===== config.mk =====
export PLATFORM = sky130hd
export DESIGN_NAME = dns_name_label_encoder_unit
export DESIGN_NICKNAME = d
export VERILOG_FILES = /design/src/rtl/dnle_pkg.sv /design/src/rtl/dnle_in_reg.sv /design/src/rtl/dnle_encode.sv /design/src/rtl/dnle_out_buf.sv /design/src/rtl/dns_name_label_encoder_unit.sv
export SDC_FILE = /design/constraint.sdc
export NUM_CORES = 1
export LEC_CHECK = 0
export ABC_AREA = 0
export BUFFER_PORTS_ARGS = -buffer_cell sky130_fd_sc_hd__buf_2
export CAP_MARGIN = 5
export CORE_ASPECT_RATIO = 0.6
export CORE_MARGIN = 2
export CORE_UTILIZATION = 55
export CTS_CLUSTER_SIZE = 10
export DETAILED_ROUTE_END_ITERATION = 8
export GPL_ROUTABILITY_DRIVEN = 0
export PLACE_DENSITY = 0.75
export SETUP_SLACK_MARGIN = 0.15
export SLEW_MARGIN = 20
export SYNTH_ARGS = -nofsm -noshare
export SYNTH_HDL_FRONTEND = slang
export SYNTH_SLANG_ARGS = --single-unit

===== constraint.sdc =====
create_clock -name clk -period 7.2 [get_ports clk]
set_input_delay 0.36 -clock clk [delete_from_list [all_inputs] [get_ports clk]]
set_output_delay 0.36 -clock clk [all_outputs]
set_load 0.03 [all_outputs]

===== src/rtl/dnle_pkg.sv =====
`timescale 1ns / 1ps
`default_nettype none

package dnle_pkg;

	// field widths fixed by the buffer and byte formats
	localparam int ADDR_W = 11;
	localparam int BYTE_W = 8;
	localparam int SUM_W  = ADDR_W + 2;

	// defaults for the top level parameters and registers
	localparam int MAX_LABEL_DEF = 63;
	localparam logic [ADDR_W-1:0] OUT_LIMIT_RST = 11'd256;

	// special characters
	localparam logic [BYTE_W-1:0] DOT_CHAR = 8'd46;
	localparam logic [BYTE_W-1:0] NUL_CHAR = 8'd0;

	// request kinds
	localparam logic REQ_CHAR = 1'b0;
	localparam logic REQ_END  = 1'b1;

	// status codes
	localparam logic [1:0] ST_OK    = 2'd0;
	localparam logic [1:0] ST_EMPTY = 2'd1;
	localparam logic [1:0] ST_LONG  = 2'd2;
	localparam logic [1:0] ST_ROOM  = 2'd3;

	typedef struct packed {
		logic              req_type;
		logic [BYTE_W-1:0] char_byte;
	} in_item_t;

	typedef struct packed {
		logic              write_enable;
		logic [ADDR_W-1:0] write_addr;
		logic [BYTE_W-1:0] write_byte;
		logic              run_last;
		logic              name_done;
		logic [1:0]        status;
		logic [ADDR_W-1:0] total_len;
	} out_item_t;

	// results of one item, handed from the encoder to the output buffer
	typedef struct packed {
		out_item_t res0;
		out_item_t res1;
		logic      two;
	} enc_res_t;

endpackage

`default_nettype wire


===== src/rtl/dnle_in_reg.sv =====
`timescale 1ns / 1ps
`default_nettype none

module dnle_in_reg (
	input  wire logic               clk,
	input  wire logic               arst_n,
	input  wire logic               req_valid,
	output logic                    req_ready,
	input  wire dnle_pkg::in_item_t req_item,
	input  wire logic               advance,
	output logic                    item_valid,
	output dnle_pkg::in_item_t      item
);
	import dnle_pkg::*;

	logic     valid_s1;
	in_item_t item_s1;

	// room when empty or when the held item moves on this cycle
	assign req_ready  = !valid_s1 || advance;
	assign item_valid = valid_s1;
	assign item       = item_s1;

	// input register, control bit
	always_ff @(posedge clk or negedge arst_n) begin
		if (!arst_n) begin
			valid_s1 <= 1'b0;
		end else if (req_ready) begin
			valid_s1 <= req_valid;
		end
	end

	// input register, payload
	always_ff @(posedge clk) begin
		if (req_valid && req_ready) begin
			item_s1 <= req_item;
		end
	end

endmodule

`default_nettype wire


===== src/rtl/dnle_encode.sv =====
`timescale 1ns / 1ps
`default_nettype none

module dnle_encode #(
	parameter int MAX_LABEL = dnle_pkg::MAX_LABEL_DEF
) (
	input  wire logic                       clk,
	input  wire logic                       arst_n,
	input  wire logic                       cfg_we,
	input  wire logic [dnle_pkg::ADDR_W-1:0] cfg_wdata,
	input  wire logic                       fire,
	input  wire dnle_pkg::in_item_t         item,
	output dnle_pkg::enc_res_t              res
);
	import dnle_pkg::*;

	localparam int CNT_W = $clog2(MAX_LABEL + 2);
	localparam logic [CNT_W-1:0] MAX_CNT = CNT_W'(MAX_LABEL);

	logic [ADDR_W-1:0] out_limit_q;
	logic [ADDR_W-1:0] label_start_q, nxt_start;
	logic [CNT_W-1:0]  label_count_q, nxt_count, inc_count;
	logic [1:0]        error_code_q, nxt_err, end_err;
	logic              is_end;
	logic [SUM_W-1:0]  start_w, lim_w, len_w, inc_w, sum1, sum2, char_addr;

	// widened operands so no sum wraps
	assign start_w   = SUM_W'(label_start_q);
	assign lim_w     = SUM_W'(out_limit_q);
	assign len_w     = SUM_W'(label_count_q);
	assign inc_count = (label_count_q <= MAX_CNT) ? label_count_q + 1'b1 : label_count_q;
	assign inc_w     = SUM_W'(inc_count);
	assign sum1      = start_w + len_w + 1'b1;
	assign sum2      = start_w + len_w + 2'd2;
	assign char_addr = start_w + inc_w;
	assign is_end    = (item.req_type == REQ_END) || (item.char_byte == NUL_CHAR);

	// results and next state for the item in the input register
	always_comb begin
		nxt_start         = label_start_q;
		nxt_count         = label_count_q;
		nxt_err           = error_code_q;
		end_err           = error_code_q;
		res               = '0;
		res.res0.run_last = 1'b1;
		if (is_end) begin
			if (error_code_q == ST_OK) begin
				if (label_count_q > MAX_CNT) begin
					end_err = ST_LONG;
				end else if (sum2 >= lim_w) begin
					end_err = ST_ROOM;
				end
			end
			if (end_err != ST_OK) begin
				res.res0.name_done = 1'b1;
				res.res0.status    = end_err;
			end else begin
				res.res0.write_enable = 1'b1;
				res.res0.write_addr   = label_start_q;
				res.res0.write_byte   = BYTE_W'(label_count_q);
				res.res0.run_last     = 1'b0;
				res.res1.write_enable = 1'b1;
				res.res1.write_addr   = sum1[ADDR_W-1:0];
				res.res1.write_byte   = NUL_CHAR;
				res.res1.run_last     = 1'b1;
				res.res1.name_done    = 1'b1;
				res.res1.total_len    = sum2[ADDR_W-1:0];
				res.two               = 1'b1;
			end
			nxt_start = '0;
			nxt_count = '0;
			nxt_err   = ST_OK;
		end else if (error_code_q != ST_OK) begin
			res.res0.status = error_code_q;
		end else if (item.char_byte == DOT_CHAR) begin
			if (label_count_q == '0) begin
				nxt_err = ST_EMPTY;
			end else if (label_count_q > MAX_CNT) begin
				nxt_err = ST_LONG;
			end else if (sum1 >= lim_w) begin
				nxt_err = ST_ROOM;
			end
			if (nxt_err != ST_OK) begin
				res.res0.status = nxt_err;
			end else begin
				res.res0.write_enable = 1'b1;
				res.res0.write_addr   = label_start_q;
				res.res0.write_byte   = BYTE_W'(label_count_q);
				nxt_start             = sum1[ADDR_W-1:0];
				nxt_count             = '0;
			end
		end else begin
			nxt_count = inc_count;
			if (inc_count > MAX_CNT) begin
				nxt_err = ST_LONG;
			end else if (char_addr + 1'b1 >= lim_w) begin
				nxt_err = ST_ROOM;
			end
			if (nxt_err != ST_OK) begin
				res.res0.status = nxt_err;
			end else begin
				res.res0.write_enable = 1'b1;
				res.res0.write_addr   = char_addr[ADDR_W-1:0];
				res.res0.write_byte   = item.char_byte;
			end
		end
	end

	// buffer size register
	always_ff @(posedge clk or negedge arst_n) begin
		if (!arst_n) begin
			out_limit_q <= OUT_LIMIT_RST;
		end else if (cfg_we) begin
			out_limit_q <= cfg_wdata;
		end
	end

	// label tracking state
	always_ff @(posedge clk or negedge arst_n) begin
		if (!arst_n) begin
			label_start_q <= '0;
			label_count_q <= '0;
			error_code_q  <= ST_OK;
		end else if (fire) begin
			label_start_q <= nxt_start;
			label_count_q <= nxt_count;
			error_code_q  <= nxt_err;
		end
	end

endmodule

`default_nettype wire


===== src/rtl/dnle_out_buf.sv =====
`timescale 1ns / 1ps
`default_nettype none

module dnle_out_buf (
	input  wire logic               clk,
	input  wire logic               arst_n,
	input  wire logic               load,
	input  wire dnle_pkg::enc_res_t res,
	output logic                    can_load,
	output logic                    rsp_valid,
	input  wire logic               rsp_ready,
	output dnle_pkg::out_item_t     rsp_item
);
	import dnle_pkg::*;

	logic      valid_s2;
	logic      sel_q;
	logic      showing_last;
	out_item_t res0_s2, res1_s2;
	logic      two_s2;

	assign showing_last = !two_s2 || sel_q;
	assign rsp_valid    = valid_s2;
	assign rsp_item     = sel_q ? res1_s2 : res0_s2;
	// free when empty or when the last result leaves this cycle
	assign can_load     = !valid_s2 || (rsp_ready && showing_last);

	// result register control
	always_ff @(posedge clk or negedge arst_n) begin
		if (!arst_n) begin
			valid_s2 <= 1'b0;
			sel_q    <= 1'b0;
		end else if (load) begin
			valid_s2 <= 1'b1;
			sel_q    <= 1'b0;
		end else if (valid_s2 && rsp_ready) begin
			if (showing_last) begin
				valid_s2 <= 1'b0;
				sel_q    <= 1'b0;
			end else begin
				sel_q <= 1'b1;
			end
		end
	end

	// result register payload
	always_ff @(posedge clk) begin
		if (load) begin
			res0_s2 <= res.res0;
			res1_s2 <= res.res1;
			two_s2  <= res.two;
		end
	end

endmodule

`default_nettype wire


===== src/rtl/dns_name_label_encoder_unit.sv =====
`timescale 1ns / 1ps
`default_nettype none

// channel   dir  handshake              payload
// req       in   req_valid/req_ready    req_item  (req_type, char_byte)
// rsp       out  rsp_valid/rsp_ready    rsp_item  (write, status, total fields)
// cfg       in   cfg_we                 cfg_wdata (out_limit)
//
// an item waits in the input register and is encoded as it moves
// into the result register; a character or dot gives one result, an end gives
// one or two, so the result register sets the rate: one result per cycle while rsp_ready is high.
// reset clears the label state and sets out_limit to 256; no clearing pass.
// a stalled rsp holds its result while the input register takes one more item.

module dns_name_label_encoder_unit #(
	parameter int MAX_LABEL = dnle_pkg::MAX_LABEL_DEF
) (
	input  wire logic                        clk,
	input  wire logic                        arst_n,
	input  wire logic                        req_valid,
	output logic                             req_ready,
	input  wire dnle_pkg::in_item_t          req_item,
	output logic                             rsp_valid,
	input  wire logic                        rsp_ready,
	output dnle_pkg::out_item_t              rsp_item,
	input  wire logic                        cfg_we,
	input  wire logic [dnle_pkg::ADDR_W-1:0] cfg_wdata
);
	import dnle_pkg::*;

	logic     item_valid;
	in_item_t item;
	logic     can_load;
	logic     advance;
	enc_res_t res;

	// move the held item into the result register
	assign advance = item_valid && can_load;

	dnle_in_reg u_in_reg (
		.clk        (clk),
		.arst_n     (arst_n),
		.req_valid  (req_valid),
		.req_ready  (req_ready),
		.req_item   (req_item),
		.advance    (advance),
		.item_valid (item_valid),
		.item       (item)
	);

	dnle_encode #(
		.MAX_LABEL (MAX_LABEL)
	) u_encode (
		.clk       (clk),
		.arst_n    (arst_n),
		.cfg_we    (cfg_we),
		.cfg_wdata (cfg_wdata),
		.fire      (advance),
		.item      (item),
		.res       (res)
	);

	dnle_out_buf u_out_buf (
		.clk       (clk),
		.arst_n    (arst_n),
		.load      (advance),
		.res       (res),
		.can_load  (can_load),
		.rsp_valid (rsp_valid),
		.rsp_ready (rsp_ready),
		.rsp_item  (rsp_item)
	);

endmodule

`default_nettype wire


# == Word-level counts from Yosys, hierarchy flattened ==
# Cells that the tools add are included.
# totals
word_cells,113
ff_bits,101
# op_classes
n_addsub,6
n_reduce_logical,26
magnitude_cmp,6
muxes,48
bitwise_logic,1
eq_ne,4
# op_table
op,n
2-to-1 mux 20 bit,5
2-to-1 mux 2 bit,23
2-to-1 mux 11 bit,4
>= comparator 13 x 11 -> 1 bit,3
2-to-1 mux 35 bit,1
2-to-1 mux 7 bit,5
adder 13 x 1 -> 13 bit (second input constant),2
adder 11 x 7 -> 12 bit,2
2-to-1 mux 22 bit,1
2-to-1 mux 21 bit,1
greater-than comparator 7 x 6 -> 1 bit (second input constant),2
nonzero test 2 bit,7
adder 12 x 2 -> 13 bit (second input constant),1
equality test 8 x 6 -> 1 bit (second input constant),1
logical NOT 8 bit,1
adder 7 x 1 -> 7 bit (second input constant),1
less-or-equal comparator 7 x 6 -> 1 bit (second input constant),1
logical NOT 7 bit,1
2-to-1 mux 1 bit,7
logical AND 1 bit,4
logical OR 1 bit,4
!= test 2 x 1 -> 1 bit (second input constant),2
AND reduction 2 bit,2
AND reduction 4 bit,1
other kinds (7),9

# == Logic depth before layout (Yosys ltp) ==
# depth
depth_word,15
mapped_depth,24

# == Modules after synthesis ==
# From an unflattened synthesis, not the netlist that was laid out.
# hier_totals
hier_cells,683
area_unflattened_um2,7611.0
# modules_own_cells
mod,area_each_um2,instances,cells_per_inst
dnle_encode,4488.1,1,550
dnle_out_buf,2792.7,1,119
dnle_in_reg,324.1,1,13
dns_name_label_encoder_unit,6.3,1,1

# == Worst setup path before layout ==
# Ideal clock, no wire load.
# synth_path
kind,register -> register
from,register u_encode.label_count_q[3]
to,register u_out_buf.res0_s2[29] in the netlist's numbering (data pin)
stages_incl_launch_ff,24
path_slack_ns,2.064
arrival_ns,5.003
n_path_buf,3
cell_sequence,dfrtp_1 > clkbuf_1 > and4_1 > a41oi_1 > mux2i_1 > ha_1 > fa_1 > a21oi_1 > o221ai_1 > and2_1 > xnor2_1 > o31a_1 > nor2_1 > xor2_1 > ha_1 > nor4_1 > and3_1 > o21ai_0 > o211a_1 > a2111oi_0 > o211a_1 > buf_2 > buf_2 > a22o_1
# synth_rtl
item,line_no,source
"start, declared",dnle_encode.sv:22,"logic [CNT_W-1:0] label_count_q, nxt_count, inc_count;"
"start signal, assigned",dnle_encode.sv:126,label_count_q <= nxt_count;
"end signal, assigned",dnle_out_buf.sv:49,res0_s2 <= res.res0;
"end, declared",dnle_out_buf.sv:19,"out_item_t res0_s2, res1_s2;"

==> flow_summary.ini <==
[layout]
final_util = 0.636
ff_latch_area_um2 = 2530
multi_input_area_um2 = 3400
antenna_cells = 0
final_common_cell = buf_2
drive_gt1_frac = 0.171
final_area_um2 = 6860
layout_common_cells = buf_2, edfxtp_1, nand2_1, ha_1, nor2_1
syn_to_final_growth_pct = 10.6
nNetsFinal = 736
fillers = 892

[setup_path]
cp-start-kind = register
crit_required_ns = 7.42
crit_path_end_kind = register
criticalPathCategory = register to register
worstPathArrival_ns = 6.86
reg2reg_slack_ns = 0.56
cp_max_fo = 19

[outcome]
status = finished clean

[drt]
drtIter0Drc = 705
ant_nets = 0
vias_per_cell = 6.36
wirelength_mm = 17.2
drtPass1Iterations = 5
wl_per_cell_um = 21.5
num_vias = 5092
drc = 0

[placement]
portBuffers = 61
dpl-instance-area_um2 = 6540
dp_hpwl_mm = 13.1

[grt]
grt_pass1_vias = 4643
antenna_found_initial = 0
track_usage = 0.290
gr-total-overflow = 0
grt_pass1_wl_mm = 26.5
grt_start_max_net_pins = 56

[timing]
rsz0062_at_grt = no
hold_viol = 0
fin_setup_tns_ns = 0
setup_viol = 0
final_max_slew_viol_count = 0
finalCriticalPeriod_ns = 6.64
min_period_over_period = 0.922
max_freq_mhz = 151
worst_pin_slew_ns = 0.855
fin_worst_skew_ns = 0.0123
max_slew_margin = 0.430

[power]
pwr-share-clk = 0.259
power_density_nw_per_um2 = 275
combPwrFrac = 0.361
power_leakage_nw = 3.10
ir_drop_uv = 123
p_switching_mw = 0.743
power.internal_mw = 1.14
switching_share = 0.394
p_seq_frac = 0.380

[yosys]
synth_edf_count = 56
synth_fp_nets = 687
synth.area.mux_share = 0.0234
synthXorXnorAreaFrac = 0.0684
synth-simple-area-share = 0.178
synth_top_family_by_area = simple AND/OR/NAND/NOR gates
synth_seq_cells = 90
synthAdderAreaFrac = 0.111
netlist_area_um2 = 6200
async_reset_ff_frac = 0.378
synth_warnings = 0
syn_inst = 608
ys_types = 74
synthFlopType = edfxtp_1
synth_compound_area_frac = 0.167
avgSynthCellArea_um2 = 10.2
yosysSeqAreaShare = 0.409

[clock_network]
numCtsBuffers = 9
cts_tree = done
cts_setup_buffers = 0
clk_pin_slew_ns = 0.07
h-tree-depth = 3
cts_hold_buf = 0
clkSinkCount = 90
insertion_delay_ns = 0.36
cts_buffer_depth = 2
cts_root_buffer = clkbuf_16
cts-resized-gates = 0

[die]
core_um2 = 10800
initial_core_util = 0.575
die_w_um = 141
fp-row-count = 29
dieArea_um2 = 12200
die_h_um = 86.2
io_pins = 62

[min_path]
hold_path_class = primary input to async pin

[flow_run]
max-cap-violations = 0
Yosys cell counts, types with 3 or more instances:
cell	n	share of area
mux2_2	12	0.022
nor4_1	4	0.0040
buf_6	4	0.0073
or3_1	3	0.0030
nand3_1	20	0.016
or2_2	3	0.0030
nor2_1	35	0.021
a21oi_1	19	0.015
o211ai_1	5	0.0061
o21ai_0	30	0.024
and3_1	9	0.0091
edfxtp_1	56	0.27
nand4_1	7	0.0071
a21boi_0	3	0.0036
and2_1	25	0.025
nand2b_1	7	0.0071
nor2b_1	18	0.018
clkbuf_1	12	0.0073
ha_1	52	0.10
o22ai_1	3	0.0030
a211oi_1	5	0.0061
xor2_1	18	0.025
xnor2_1	23	0.032
and4_1	10	0.014
buf_2	6	0.0048
a21o_1	9	0.011
nor3_1	8	0.0065
dfrtp_1	33	0.13
nand2_1	54	0.033
inv_1	33	0.020
a22o_1	25	0.035
per-stage QoR:
step | hold WS [ns] | total power, mW | cells | setup WS (ns)
after global routing | 0.176 | 1.98 | 801 | 0.200
final | 0.105 | 1.89 | 801 | 0.560
after CTS | 0.139 | 1.88 | 801 | 0.811
after floorplan | 0.0644 | 1.17 | 608 | 2.06
after global placement | 0.500 | 1.37 | 785 | 1.36
after detailed placement | 0.513 | 1.38 | 785 | 0.918
state kept, by name, indices dropped and copies added (netlist names):
| register | count |
|---|---|
| u_out_buf.res0_s2 | 24 |
| u_out_buf.res1_s2 | 22 |
| u_encode.label_start_q | 11 |
| u_encode.out_limit_q | 11 |
| u_in_reg.item | 9 |
| u_encode.label_count_q | 7 |
| u_encode.error_code_q | 2 |
| u_in_reg.item_valid | 1 |
| u_out_buf.rsp_valid | 1 |
| u_out_buf.sel_q | 1 |
| u_out_buf.two_s2 | 1 |
metal layers:
layer / routed length, um / GRT usage
met1: 7910 / 0.452
met2: 6770 / 0.388
met3: 2370 / 0.103
met4: 147 / 0.0527
met5: 0 / 0
logic make-up (layout without fill, tap and decap cells):
family	Yosys count	after routing
AND/OR/NAND/NOR	210	210
multiplexers	13	13
adder cells (fa/ha/maj)	54	54
buffers and inverters	58	112
XOR/XNOR	45	45
flip-flops	90	90
AO/OA/AOI/OAI	138	138
critical path: stages (launching register included):
cell and delay, ns:
dfrtp_1 0.53, ha_1 0.24, inv_1 0.07, a41oi_1 0.59
mux2i_1 0.23, ha_1 0.28, fa_1 0.42, a21oi_1 0.29
o221ai_1 0.23, and2_1 0.25, xnor2_1 0.14, o31a_1 0.32
nor2_1 0.14, xor2_1 0.10, ha_1 0.22, nor4_1 0.26
and3_1 0.20, o21ai_0 0.10, o211a_1 0.17, a2111oi_0 0.66
o211a_1 0.68, o21ai_0 0.16, a21bo_2 0.23
final timing paths:
check                                                from                      end  cells after the start
max in group asynchronous                          arst_n          u_out_buf.sel_q                      1
worst max-delay path            u_encode.label_count_q[1]    u_out_buf.res0_s2[30]                     22
worst max register to register  u_encode.label_count_q[1]    u_out_buf.res0_s2[30]                     22
worst min register to register        u_in_reg.item_valid      u_out_buf.rsp_valid                      1
min in group clk                              req_item[3]         u_in_reg.item[3]                      1
worst min-delay path                               arst_n  u_encode.out_limit_q[0]                      1
power by group through the flow:
stage / clock network, mW / registers, mW / logic [mW]
floorplan: 0 / 0.693 / 0.481
global placement: 0 / 0.721 / 0.646
detailed placement: 0 / 0.728 / 0.656
CTS: 0.495 / 0.717 / 0.666
global route: 0.514 / 0.730 / 0.732
finish: 0.489 / 0.718 / 0.681
cell type report:
| cell class | count | share of cell area |
|---|---|---|
| Clock inverter | 6 | 0.0115 |
| Clock buffer | 10 | 0.0334 |
| Tap cell | 139 | 0.0254 |
| Timing Repair Buffer | 62 | 0.0456 |
| Inverter | 34 | 0.0186 |
| Multi-Input combinational cell | 460 | 0.496 |
| Sequential cell | 90 | 0.370 |
(Power assumes the default switching activity.)
